--- config.mk ---
export PLATFORM = sky130hd
export DESIGN_NAME = heading_pi_rotation_controller_top
export DESIGN_NICKNAME = d
export VERILOG_FILES = /design/src/rtl/core/hprc_pkg.sv /design/src/rtl/core/heading_pi_rotation_controller_top.sv
export SDC_FILE = /design/constraint.sdc
export NUM_CORES = 1
export LEC_CHECK = 0
export ABC_AREA = 1
export ABC_CLOCK_PERIOD_IN_PS = 25000
export BUFFER_PORTS_ARGS = -buffer_cell sky130_fd_sc_hd__buf_2
export CAP_MARGIN = 25
export CORE_MARGIN = 2
export CORE_UTILIZATION = 40
export CTS_BUF_LIST = sky130_fd_sc_hd__clkbuf_4 sky130_fd_sc_hd__clkbuf_8
export DETAILED_ROUTE_END_ITERATION = 12
export GPL_TIMING_DRIVEN = 0
export PLACE_DENSITY = 0.58
export SLEW_MARGIN = 20
export SYNTH_ARGS = -nofsm -noshare
export SYNTH_HDL_FRONTEND = slang
export SYNTH_SLANG_ARGS = --single-unit
--- constraint.sdc ---
create_clock -name clk -period 25 [get_ports clk]
set_input_delay 5 -clock clk [delete_from_list [all_inputs] [get_ports clk]]
set_output_delay 5 -clock clk [all_outputs]
set_load 0.005 [all_outputs]
--- src/rtl/core/hprc_pkg.sv ---
// ----------------------------------------------------------------------------
// hprc_pkg
// Shared constants, register indexes and angle helpers for the heading PI
// rotation controller.
// ----------------------------------------------------------------------------
package hprc_pkg;

  localparam int ANGLE_FRAC_BITS = 12;

  // pi and pi/2 rounded to the angle fraction
  localparam longint PI_Q_L      = ((64'd205887 << ANGLE_FRAC_BITS) + 64'd32768) >> 16;
  localparam longint HALF_PI_Q_L = ((64'd205887 << ANGLE_FRAC_BITS) + 64'd65536) >> 17;

  // working width for angle sums before wrapping
  localparam int ANG_W = 18;
  // accumulator width for the gain products
  localparam int ACC_W = 26;

  localparam logic signed [ANG_W-1:0] PI_Q      = ANG_W'(PI_Q_L);
  localparam logic signed [ANG_W-1:0] TWO_PI_Q  = ANG_W'(2 * PI_Q_L);
  localparam logic signed [ANG_W-1:0] HALF_PI_Q = ANG_W'(HALF_PI_Q_L);

  localparam int CFG_IDX_W  = 2;
  localparam int CFG_DATA_W = 12;

  typedef enum logic [CFG_IDX_W-1:0] {
    REG_MAX_SPEED      = 2'd0,
    REG_PROP_GAIN      = 2'd1,
    REG_INTEG_GAIN     = 2'd2,
    REG_STOP_TOLERANCE = 2'd3
  } reg_idx_t;

  typedef enum logic {
    OP_START = 1'b0,
    OP_TICK  = 1'b1
  } op_t;

  // Bring an angle back into [-pi, +pi]; inputs stay within a few turns.
  function automatic logic signed [ANG_W-1:0] wrap_angle(input logic signed [ANG_W-1:0] a);
    logic signed [ANG_W-1:0] v;
    v = a;
    for (int i = 0; i < 3; i++) begin
      if (v > PI_Q) begin
        v = v - TWO_PI_Q;
      end else if (v < -PI_Q) begin
        v = v + TWO_PI_Q;
      end
    end
    return v;
  endfunction

endpackage

--- src/rtl/core/heading_pi_rotation_controller_top.sv ---
// ----------------------------------------------------------------------------
// heading_pi_rotation_controller_top
// Relative-rotation PI controller with integral clamp and speed saturation.
// ----------------------------------------------------------------------------
// Accepts one item per clock unless out_ready holds back a result, and returns
// one result per item. An input transfer loads the input register; one pass of
// wrap / PI arithmetic, with the two gain multipliers and the accumulate,
// feeds the result register directly. A start item (op 0)
// latches the wrapped target, clears the integral and arms the loop; a tick
// item (op 1) returns left = -cmd, right = cmd, or zero speeds with done_res
// set once the error is within stop_tolerance or when no rotation is armed.
// Write the configuration registers only while no item is in flight.
module heading_pi_rotation_controller_top
  import hprc_pkg::*;
(
  input  logic                         clk,
  input  logic                         rst,
  input  logic                         in_valid,
  output logic                         in_ready,
  input  logic                         op,
  input  logic signed [14:0]           heading,
  input  logic signed [15:0]           turn_amount,
  output logic                         out_valid,
  input  logic                         out_ready,
  output logic signed [7:0]            left_speed,
  output logic signed [7:0]            right_speed,
  output logic                         done_res,
  input  logic                         cfg_we,
  input  logic [CFG_IDX_W-1:0]         cfg_index,
  input  logic [CFG_DATA_W-1:0]        cfg_data
);

  // configuration
  logic [6:0]  max_speed;
  logic [7:0]  prop_gain;
  logic [7:0]  integ_gain;
  logic [11:0] stop_tolerance;

  // controller state
  logic signed [15:0] target_heading;
  logic signed [15:0] error_sum;
  logic               active;

  // input register
  logic               s1_valid;
  logic               s1_op;
  logic signed [14:0] s1_heading;
  logic signed [15:0] s1_turn;

  logic advance;
  logic s1_fire;

  assign advance  = !out_valid || out_ready;
  assign in_ready = !s1_valid || advance;
  assign s1_fire  = s1_valid && advance;

  always_ff @(posedge clk) begin
    if (rst) begin
      max_speed      <= 7'd100;
      prop_gain      <= 8'd40;
      integ_gain     <= 8'd5;
      stop_tolerance <= 12'd41;
    end else if (cfg_we) begin
      unique case (reg_idx_t'(cfg_index))
        REG_MAX_SPEED:      max_speed      <= cfg_data[6:0];
        REG_PROP_GAIN:      prop_gain      <= cfg_data[7:0];
        REG_INTEG_GAIN:     integ_gain     <= cfg_data[7:0];
        REG_STOP_TOLERANCE: stop_tolerance <= cfg_data[11:0];
        default: ;
      endcase
    end
  end

  // ---------------------------------------------------------------- datapath
  logic signed [ANG_W-1:0] start_sum;
  logic signed [ANG_W-1:0] target_wr;
  logic signed [ANG_W-1:0] err;
  logic signed [ANG_W-1:0] err_mag;
  logic                    within_tol;
  logic signed [ANG_W-1:0] sum_raw;
  logic signed [ANG_W-1:0] sum_clamped;
  logic signed [ACC_W-1:0] p_term;
  logic signed [ACC_W-1:0] i_term;
  logic signed [ACC_W-1:0] acc;
  logic signed [ACC_W-1:0] acc_adj;
  logic signed [ACC_W-1:0] cmd_full;
  logic signed [ACC_W-1:0] lim;
  logic signed [ACC_W-1:0] cmd_sat;

  logic signed [15:0] target_heading_next;
  logic signed [15:0] error_sum_next;
  logic               active_next;
  logic signed [7:0]  cmd_next;
  logic               done_next;

  always_comb begin
    start_sum  = ANG_W'(s1_heading) + ANG_W'(s1_turn);
    target_wr  = wrap_angle(start_sum);
    err        = wrap_angle(ANG_W'(target_heading) - ANG_W'(s1_heading));
    err_mag    = err[ANG_W-1] ? -err : err;
    within_tol = err_mag <= $signed({{(ANG_W-12){1'b0}}, stop_tolerance});

    sum_raw = ANG_W'(error_sum) + err;
    if (sum_raw > HALF_PI_Q) begin
      sum_clamped = HALF_PI_Q;
    end else if (sum_raw < -HALF_PI_Q) begin
      sum_clamped = -HALF_PI_Q;
    end else begin
      sum_clamped = sum_raw;
    end

    p_term = ACC_W'($signed({1'b0, prop_gain})) * ACC_W'(err);
    i_term = ACC_W'($signed({1'b0, integ_gain})) * ACC_W'(sum_clamped);
    acc    = p_term + i_term;
    // bias negatives so the arithmetic shift truncates toward zero
    acc_adj  = acc + (acc[ACC_W-1] ? ACC_W'((1 << ANGLE_FRAC_BITS) - 1) : ACC_W'(0));
    cmd_full = acc_adj >>> ANGLE_FRAC_BITS;
    lim      = ACC_W'($signed({1'b0, max_speed}));
    if (cmd_full > lim) begin
      cmd_sat = lim;
    end else if (cmd_full < -lim) begin
      cmd_sat = -lim;
    end else begin
      cmd_sat = cmd_full;
    end

    target_heading_next = target_heading;
    error_sum_next      = error_sum;
    active_next         = active;
    cmd_next            = '0;
    done_next           = 1'b1;

    priority if (s1_op == OP_START) begin
      target_heading_next = target_wr[15:0];
      error_sum_next      = '0;
      active_next         = 1'b1;
      done_next           = 1'b0;
    end else if (!active) begin
      done_next = 1'b1;
    end else if (within_tol) begin
      active_next = 1'b0;
    end else begin
      error_sum_next = sum_clamped[15:0];
      cmd_next       = cmd_sat[7:0];
      done_next      = 1'b0;
    end
  end

  // ------------------------------------------------------------- registers
  always_ff @(posedge clk) begin
    if (rst) begin
      s1_valid       <= 1'b0;
      out_valid      <= 1'b0;
      active         <= 1'b0;
      target_heading <= '0;
      error_sum      <= '0;
    end else begin
      if (in_ready) begin
        s1_valid <= in_valid;
      end
      if (advance) begin
        out_valid <= s1_valid;
      end
      if (s1_fire) begin
        active         <= active_next;
        target_heading <= target_heading_next;
        error_sum      <= error_sum_next;
      end
    end
  end

  always_ff @(posedge clk) begin
    if (in_valid && in_ready) begin
      s1_op      <= op;
      s1_heading <= heading;
      s1_turn    <= turn_amount;
    end
    if (s1_fire) begin
      left_speed  <= -cmd_next;
      right_speed <= cmd_next;
      done_res    <= done_next;
    end
  end

  // ------------------------------------------------------------ assertions
  a_mirror_speeds: assert property (@(posedge clk) disable iff (rst)
    out_valid |-> (left_speed == -right_speed))
    else $error("wheel speeds are not mirrored");

  a_done_stops: assert property (@(posedge clk) disable iff (rst)
    (out_valid && done_res) |-> (right_speed == 8'sd0))
    else $error("done result with nonzero speed");

  a_sum_clamped: assert property (@(posedge clk) disable iff (rst)
    (ANG_W'(error_sum) <= HALF_PI_Q) && (ANG_W'(error_sum) >= -HALF_PI_Q))
    else $error("integral outside clamp");

  a_target_wrapped: assert property (@(posedge clk) disable iff (rst)
    (ANG_W'(target_heading) <= PI_Q) && (ANG_W'(target_heading) >= -PI_Q))
    else $error("target heading not wrapped");

  a_start_arms: assert property (@(posedge clk) disable iff (rst)
    (s1_fire && s1_op == OP_START) |=> (active && error_sum == 16'sd0))
    else $error("start transfer did not arm the loop");

endmodule

Word level (Yosys, flattened, before mapping)
Cells that the tools add are included.

Bits in read-only memories: 0. Bits in latches: 0. Bits of input ports: 51. Register bits: 119. Output and inout port bits: 19. Memory bits (writable): 0. Memories: 0.

Bitwise gates (word level): 1. Shift operators: 0. Magnitude comparators: 17. Reductions and logical operators: 13. Div/mod/pow operators: 0. Eq/ne operators: 5. Add/sub/neg operators: 20. Mux-type cells: 29. $mul: 2.

Operators by type and width (number): 18-bit 2-to-1 mux (13); 16-bit 2-to-1 mux (5); 18-bit by 15-bit greater-than comparator with 1-bit output (second input constant) (4); 18-bit by 15-bit < comparator with 1-bit output (second input constant) (4); 18-bit by 16-bit adder with 18-bit output (second input constant) (3); 18-bit by 16-bit subtractor with 18-bit output (second input constant) (3); 9-bit by 18-bit multiplier with 26-bit output (2); 8-bit 2-to-1 mux (5); 17-bit by 16-bit adder with 18-bit output (second input constant) (2); 17-bit by 16-bit subtractor with 18-bit output (second input constant) (2); 17-bit by 15-bit greater-than comparator with 1-bit output (second input constant) (2); 17-bit by 15-bit < comparator with 1-bit output (second input constant) (2); 26-bit by 13-bit adder with 26-bit output (1); 26-bit adder (1); 14-bit by 26-bit < comparator with 1-bit output (1); 7-bit negation with 26-bit output (1); 16-bit by 18-bit adder with 18-bit output (1); 18-bit by 14-bit greater-than comparator with 1-bit output (second input constant) (1); 18-bit by 13-bit <= comparator with 1-bit output (1); 18-bit by 14-bit < comparator with 1-bit output (second input constant) (1); 18-bit negation (1); 15-bit by 16-bit adder with 17-bit output (1); 16-bit by 15-bit subtractor with 17-bit output (1); 16-bit adder (second input constant) (1); other kinds (15) (28).

Depth between registers and ports, before layout
Gate-level depths: netlist of run 1.

Depth in word-level cells: 25. Gate-level depth with buffers: 132. Mapped depth without buffers: 127.

Worst setup path after synthesis of run 1
Ideal clock, no wire load.

Path kind: reg2reg. From: reg s1_heading[0]. To: reg left_speed[7] (data pin). Stages on the path, launching flop included: 118. Setup slack: 8.223 ns. Data required time: 24.748 ns. Setup time: 0.252 ns. Arrival time: 16.524 ns. Path through: edfxtp_1 -> ha_1 -> fa_1 -> inv_1 -> nand2_1 -> nand2_1 -> nand3_1 -> nand2_1 -> ha_1 -> nand2_1 -> inv_1 -> nand2_1 -> nand2_1 -> nand2_1 -> nand3_1 -> nand2_1 -> nand2_1 -> nand2_4 -> (+82 left out) -> nor2_1 -> nand2_1 -> nand2_1 -> nand2_1 -> nand2_1 -> nand2_1 -> nand3_1 -> nand2_1 -> nand2_1 -> clkbuf_1 -> a21oi_1 -> o21ai_0 -> nand2_1 -> inv_1 -> o41ai_1 -> nand2_1 -> nand2_1 -> nand2_1.

Word-level cells in the longest chain between the ends: 25. Elaborated cells on any way between the ends: 40.

Ends and longest elaborated chain: start, declared (RTL line heading_pi_rotation_controller_top.sv:47) `logic signed [14:0] s1_heading;`; start signal, assigned (RTL line heading_pi_rotation_controller_top.sv:175) `s1_heading <= heading;`; 16-bit by 15-bit subtractor with 17-bit output (*) (RTL line heading_pi_rotation_controller_top.sv:99) `err = wrap_angle(ANG_W'(target_heading) - ANG_W'(s1_heading));`; 17-bit by 16-bit adder with 18-bit output or 17-bit by 15-bit < comparator with 1-bit output (tied branches) (RTL line hprc_pkg.sv:46, hprc_pkg.sv:45); 18-bit 2-to-1 mux (RTL line hprc_pkg.sv:45) `end else if (v < -PI_Q) begin`; 18-bit 2-to-1 mux (*) (RTL line hprc_pkg.sv:43) `if (v > PI_Q) begin`; 18-bit by 16-bit adder with 18-bit output or 18-bit by 15-bit < comparator with 1-bit output (tied branches) (RTL line hprc_pkg.sv:46, hprc_pkg.sv:45); 18-bit 2-to-1 mux (RTL line hprc_pkg.sv:45); 18-bit 2-to-1 mux (*) (RTL line hprc_pkg.sv:43); 18-bit by 16-bit adder with 18-bit output or 18-bit by 15-bit < comparator with 1-bit output (tied branches) (RTL line hprc_pkg.sv:46, hprc_pkg.sv:45); (+9 left out); 26-bit by 13-bit adder with 26-bit output (RTL line heading_pi_rotation_controller_top.sv:116) `acc_adj = acc + (acc[ACC_W-1] ? ACC_W'((1 << ANGLE_FRAC_BITS) - 1) : ACC_W'(0));`; 14-bit by 26-bit < comparator with 1-bit output (RTL line heading_pi_rotation_controller_top.sv:121) `end else if (cmd_full < -lim) begin`; 8-bit 2-to-1 mux (RTL line heading_pi_rotation_controller_top.sv:121); 8-bit 2-to-1 mux (RTL line heading_pi_rotation_controller_top.sv:119) `if (cmd_full > lim) begin`; 8-bit 2-to-1 mux (*) (RTL line heading_pi_rotation_controller_top.sv:140) `end else if (within_tol) begin`; 8-bit 2-to-1 mux (*) (RTL line heading_pi_rotation_controller_top.sv:138) `end else if (!active) begin`; 8-bit 2-to-1 mux (*) (RTL line heading_pi_rotation_controller_top.sv:133) `priority if (s1_op == OP_START) begin`; 8-bit negation (*) (RTL line heading_pi_rotation_controller_top.sv:179) `left_speed <= -cmd_next;`; end signal, assigned (RTL line heading_pi_rotation_controller_top.sv:179); end, declared (RTL line heading_pi_rotation_controller_top.sv:25) `output logic signed [7:0] left_speed,`.

Every way passes the cells marked *; elsewhere a longest branch is shown, timed or not. A chain may end at the register's enable or synchronous reset.

Final worst setup path of run 1
Ends and elaborated chain as after synthesis.

==> flow_summary.yaml, run 1 <==
setup_path:
  cp_max_fo: 12
  worstPathArrival_ps: 20510
  path_class: "flip-flop to flip-flop"
  crit_required_ps: 25250
  critPathLaunchType: "flip-flop"
  slowest_stage: "fa_1"
  critPathMaxStageDelay_ps: 620
  r2r_start: "s1_heading[0]"
  reg2regPathDepth: 112
  cp-startpoint: "s1_heading[0]"
  crit_path_end_kind: "flip-flop"
  crit_top_cell: "nand2_1"
timing:
  final.min_clock_period_ps: 20260
  fmax_mhz: 49.36
  whs_ps: 462.9
  slew_viol_final: 0
  fin_ws_ps: 4742
  tightestPinTransition_ps: 962.2
  finalHoldViolations: 0
  finalSetupTns_ps: 0
  skew_ps: 23.48
  max_slew_margin_pct: 35.55
  setup-violations-final: 0
  layout_worst_path_cycle_share_pct: 81.03
  rsz0062_at_grt: "false"
synthesis:
  synth_common_cells: "nand2_1 (1105), inv_1 (699), nor2_1 (334), fa_1 (268), nand3_1 (232)"
  synth_top_cell_area_share_pct: 20.79
  synth_fp_nets: 4360
  syn_avg_cell_area_um2: 6.712
  synth_seq_cells: 118
  async_flop_share_pct: 0
  seq_area_frac_synth_pct: 11.01
  synthTopCellsByArea: "fa_1 (21%), nand2_1 (16%), inv_1 (10%), ha_1 (9.5%), edfxtp_1 (5.6%)"
  synth_most_common_cell: "nand2_1"
  synth_edf_count: 48
  yosys_warnings: 0
  synth_cell_types: 64
  synthFlopType: "dfxtp_1"
  synth.cell_area_mm2: 0.02581
  syn-instance-count: 3845
  yosysTopAreaCell: "fa_1"
clock_network:
  cts_hold_buffers: 0
  root_buffer: "clkbuf_8"
  clock_sinks: 118
  cts_htree_levels: 4
  cts_resized: 0
  tritoncts: "built"
  insertion_delay_ps: 500
  cts_made_buffers: 17
  cts_setup_buffers: 0
  clockBufferDepth: 2
  path_clk_slew_ps: 70
final_layout:
  regArea_mm2: 0.002843
  utilization_pct: 43.12
  drive_above_1_share_pct: 8.895
  syn2layout_area_growth_pct: 7.127
  fill_cells: 6912
  n_antenna_cell: 0
  multi_input_area_mm2: 0.01969
  layout.nets: 4448
grt:
  grt_max_degree: 33
  grt_use_total_pct: 23.44
  antenna_found_initial: 1
  grt_pass1_vias: 23290
  grt_overflow: 0
  grt_pass1_wl_um: 124000
die:
  initial_utilization_pct: 40.25
  dieArea_mm2: 0.06657
  die_y_um: 258.0
  coreArea_mm2: 0.06412
  rows: 93
  io_pins: 70
  dieWidth_um: 258.0
placed_design:
  gp_congestion: 0.9343
  portBuffers: 69
  dp_slack_ps: 4776
  place_hpwl_um: 64920
detailed_routing:
  drt-initial-drc-count: 1514
  drtPass1Iterations: 5
  wl_per_cell_um: 16.02
  vias: 24150
  totalWireLength_um: 76890
  detail-route-antenna-nets: 0
  drc: 0
  vias_per_cell: 5.029
min_path:
  hp-start: "stop_tolerance[10]"
  hold_depth: 2
  hold_class: "flip-flop to flip-flop"
flow_run:
  drv_cap: 0
outcome:
  status: "finished, final reports clean"
-- cell families after synthesis --
kind of cell | synth area share (%)
buffers and inverters | 12.69
adders and majority gates | 30.29
xor gates and xnor gates | 4.465
and+or+nand+nor | 33.48
AOI/OAI and AO/OA | 8.067
DFF | 11.01
-- placed cells by master (no fill, tap or decap), types with 88 or more instances in the layout --
cell	instances
nand2_1	1105
inv_1	698
nor2_1	334
fa_1	268
nand3_1	232
ha_1	196
a21oi_1	152
o21ai_0	106
xor2_1	98
nand4_1	88
-- sequential cells by signal, indices dropped and copies added, names as in the netlist, 7 cells and up --
signal,count
prop_gain,8
s1_turn,16
integ_gain,8
target_heading,16
max_speed,7
stop_tolerance,12
s1_heading,15
left_speed,8
error_sum,16
right_speed,7
-- critical path: cells and delay by family, from the launching register on --
kind | cells | cell delay, ps
compound gates | 15 | 2830
xor+xnor | 2 | 390
fa+ha+maj | 14 | 5850
buf+inv | 24 | 3080
flops | 1 | 470
simple gates | 57 | 7300
-- metal layers --
metal	vias up	share of wire (%)	track usage, %
li1	12130	-	-
met1	11360	45	30.59
met2	554	48	40.49
met3	106	4.8	2.984
met4	2	2.8	6.840
met5	-	0.017	0
-- worst paths after layout --
path	slack [ps]	end
worst min-delay path	460	stop_tolerance[10]
worst max-delay path	4740	left_speed[7]
worst max register to register	4740	left_speed[7]
worst min register to register	460	stop_tolerance[10]
-- layout make-up --
class	count	share of cell area, %
inverters	742	10.10
flip-flops and latches	118	10.28
plain buffers	75	1.742
repair buffers	69	1.249
well taps	855	3.869
multi-input cells	2910	71.22
clock inverters	9	0.4571
clock buffers	23	1.077
-- through the flow --
step / cells / instance area, um2
final: 4801 / 27650
after global placement: 4769 / 27220
after CTS: 4801 / 27650
after detailed placement: 4769 / 27220
after global routing: 4801 / 27650
after floorplan: 3845 / 25810
Power of run 1 is left out: the tool's default activity adds up to more than one toggle a clock period on the data nets, which glitch-free logic cannot reach.
==> run 2: changes to the inputs <==
--- a/config.mk
+++ b/config.mk
@@ -6,7 +6,7 @@
 export NUM_CORES = 1
 export LEC_CHECK = 0
 export ABC_AREA = 1
-export ABC_CLOCK_PERIOD_IN_PS = 25000
+export ABC_CLOCK_PERIOD_IN_PS = 17080
 export BUFFER_PORTS_ARGS = -buffer_cell sky130_fd_sc_hd__buf_2
 export CAP_MARGIN = 25
 export CORE_MARGIN = 2
@@ -14,7 +14,7 @@
 export CTS_BUF_LIST = sky130_fd_sc_hd__clkbuf_4 sky130_fd_sc_hd__clkbuf_8
 export DETAILED_ROUTE_END_ITERATION = 12
 export GPL_TIMING_DRIVEN = 0
-export PLACE_DENSITY = 0.58
+export PLACE_DENSITY = 0.6
 export SLEW_MARGIN = 20
 export SYNTH_ARGS = -nofsm -noshare
 export SYNTH_HDL_FRONTEND = slang
==> constraint.sdc (replaced) <==
create_clock -name clk -period 17.08 [get_ports clk]
set_input_delay 3.416 -clock clk [delete_from_list [all_inputs] [get_ports clk]]
set_output_delay 3.416 -clock clk [all_outputs]
set_load 0.005 [all_outputs]
==> run 2 against run 1 <==
Compared with the run above:
- final area grew 15%
- global-route usage grew 0.43 points
- critical path depth grew 1
- wire length grew 7.1%
- via count grew 6.9%
- sequential share of layout area shrank 1.3 points
- setup slack lost 4600 ps
- non-clock buffer count grew 231
- final cell count grew 4.9%
- sequential cell count is the same
- critical path type unchanged
- highest routed layer unchanged
==> flow_summary.yaml, run 2 (synthesis results as in run 1) <==
detailed_routing:
  vias_per_cell: 5.126
  drtPass1Iterations: 6
  totalWireLength_um: 82390
  vias: 25820
  drc: 0
  drt-initial-drc-count: 1795
  wl_per_cell_um: 16.36
  detail-route-antenna-nets: 0
die:
  die_y_um: 258.0
  rows: 93
  io_pins: 70
  initial_utilization_pct: 40.25
  dieWidth_um: 258.0
  dieArea_mm2: 0.06657
  coreArea_mm2: 0.06412
placed_design:
  gp_congestion: 0.9379
  dp.cells: 4769
  portBuffers: 69
  place_hpwl_um: 64240
timing:
  finalSetupTns_ps: 0
  layout_worst_path_cycle_share_pct: 99.16
  final.min_clock_period_ps: 16940
  skew_ps: 27.16
  setup-violations-final: 0
  tightestPinTransition_ps: 1001
  finalHoldViolations: 0
  rsz0062_at_grt: "true"
  max_slew_margin_pct: 32.81
  slew_viol_final: 0
  fmax_mhz: 59.04
flow_run:
  drv_cap: 0
grt:
  met2_usage_pct: 41.38
  antenna_found_initial: 1
  grt_overflow: 0
  use_met3_pct: 2.552
  grt_pass1_vias: 24330
  grt.busiest_layer: "met2"
  met1_usage_pct: 31.07
  grt_max_degree: 33
  grt_pass1_wl_um: 127200
  grt_use_total_pct: 23.87
min_path:
  hp-start: "stop_tolerance[10]"
  hold_class: "flip-flop to flip-flop"
setup_path:
  crit_top_cell: "nand2_1"
  critPathLaunchType: "flip-flop"
  slowest_stage: "fa_1"
  critPathMaxStageDelay_ps: 580
  critPathTopFamily: "simple AND/OR/NAND/NOR gates"
  cp-startpoint: "s1_heading[0]"
  crit_path_end_kind: "flip-flop"
  worstPathArrival_ps: 17180
  r2r_start: "s1_heading[0]"
  cp_max_fo: 8
  crit_required_ps: 17320
  path_class: "flip-flop to flip-flop"
  cp.buffers_inverters: 17
clock_network:
  cts_htree_levels: 4
  root_buffer: "clkbuf_8"
  clockBufferDepth: 2
  clock_sinks: 118
  cts_made_buffers: 17
  insertion_delay_ps: 510
  path_clk_slew_ps: 70
  tritoncts: "built"
final_layout:
  layout.nets: 4683
  top_regs: "error_sum x16, s1_turn x16, target_heading x16"
  drive_above_1_share_pct: 23.15
  mostFrequentLayoutCell: "nand2_1"
  final_cell_mix: "nand2_1 (983), inv_1 (648), nor2_1 (292)"
  final_cell_count_no_fill: 5036
  syn2layout_area_growth_pct: 23.02
  n_antenna_cell: 0
outcome:
  status: "finished, final reports clean"
[run 2: changes by cell type in the layout (fill, tap and decap cells not counted), sizes merged, moves of 3 or more]
cell,delta
buf,+230
inv,+3
clkbuf,-4
clkinv,+5
[run 2: timing repair]
action,4_1_cts,5_1_grt
gates resized for setup,223,358
endpoints found under the setup margin,15,15
cloned,3,8
endpoints found under the hold margin,0,0
pin swaps,97,218
hold buffers,0,0
buffers inserted,100,123
[run 2: metal layers]
layer | vias up | routed length (um)
met5 | - | 13
met4 | 2 | 2916
li1 | 12610 | -
met3 | 182 | 4365
met2 | 738 | 39660
met1 | 12280 | 35430
[run 2: metrics by stage]
step	hold WS (ps)	cell area [um2]	setup WS (ps)	utilization, %
floorplan	435.3	25810	303.2	-
global route	496.2	31750	-702.3	49.52
finish	470.5	31750	142.8	49.52
detailed placement	456.8	27220	-3032	42.46
CTS	469.4	29410	1.569	45.87
global placement	453.4	27220	-2894	42.46
[run 2: final cells by class]
type | instances | area [um2]
Timing Repair inverter | 1 | 6.256
Sequential cell | 118 | 2843
Tap cell | 855 | 1070
Clock buffer | 18 | 247.7
Multi-Input combinational cell | 2913 | 21750
Buffer | 75 | 545.5
Fill cell | 6347 | 32370
Timing Repair Buffer | 300 | 2250
Inverter | 742 | 2894
Clock inverter | 14 | 147.6
[run 2: worst paths after layout]
kind                              to  slack (ps)  depth (start not counted)
setup / recovery       left_speed[3]         140                        113
hold / removal    stop_tolerance[10]         470                          2
setup reg to reg       left_speed[3]         140                        113
hold reg to reg   stop_tolerance[10]         470                          2
[run 2: worst register-to-register path, delay by kind of cell (launching register included)]
| kind | cells | cell delay, ps |
|---|---|---|
| DFF | 1 | 500 |
| adders and majority gates | 14 | 5280 |
| buffers and inverters | 17 | 1670 |
| AOI/OAI and AO/OA | 16 | 1950 |
| xor gates and xnor gates | 3 | 620 |
| and+or+nand+nor | 63 | 6690 |
Power of run 2 is left out for the same reason.
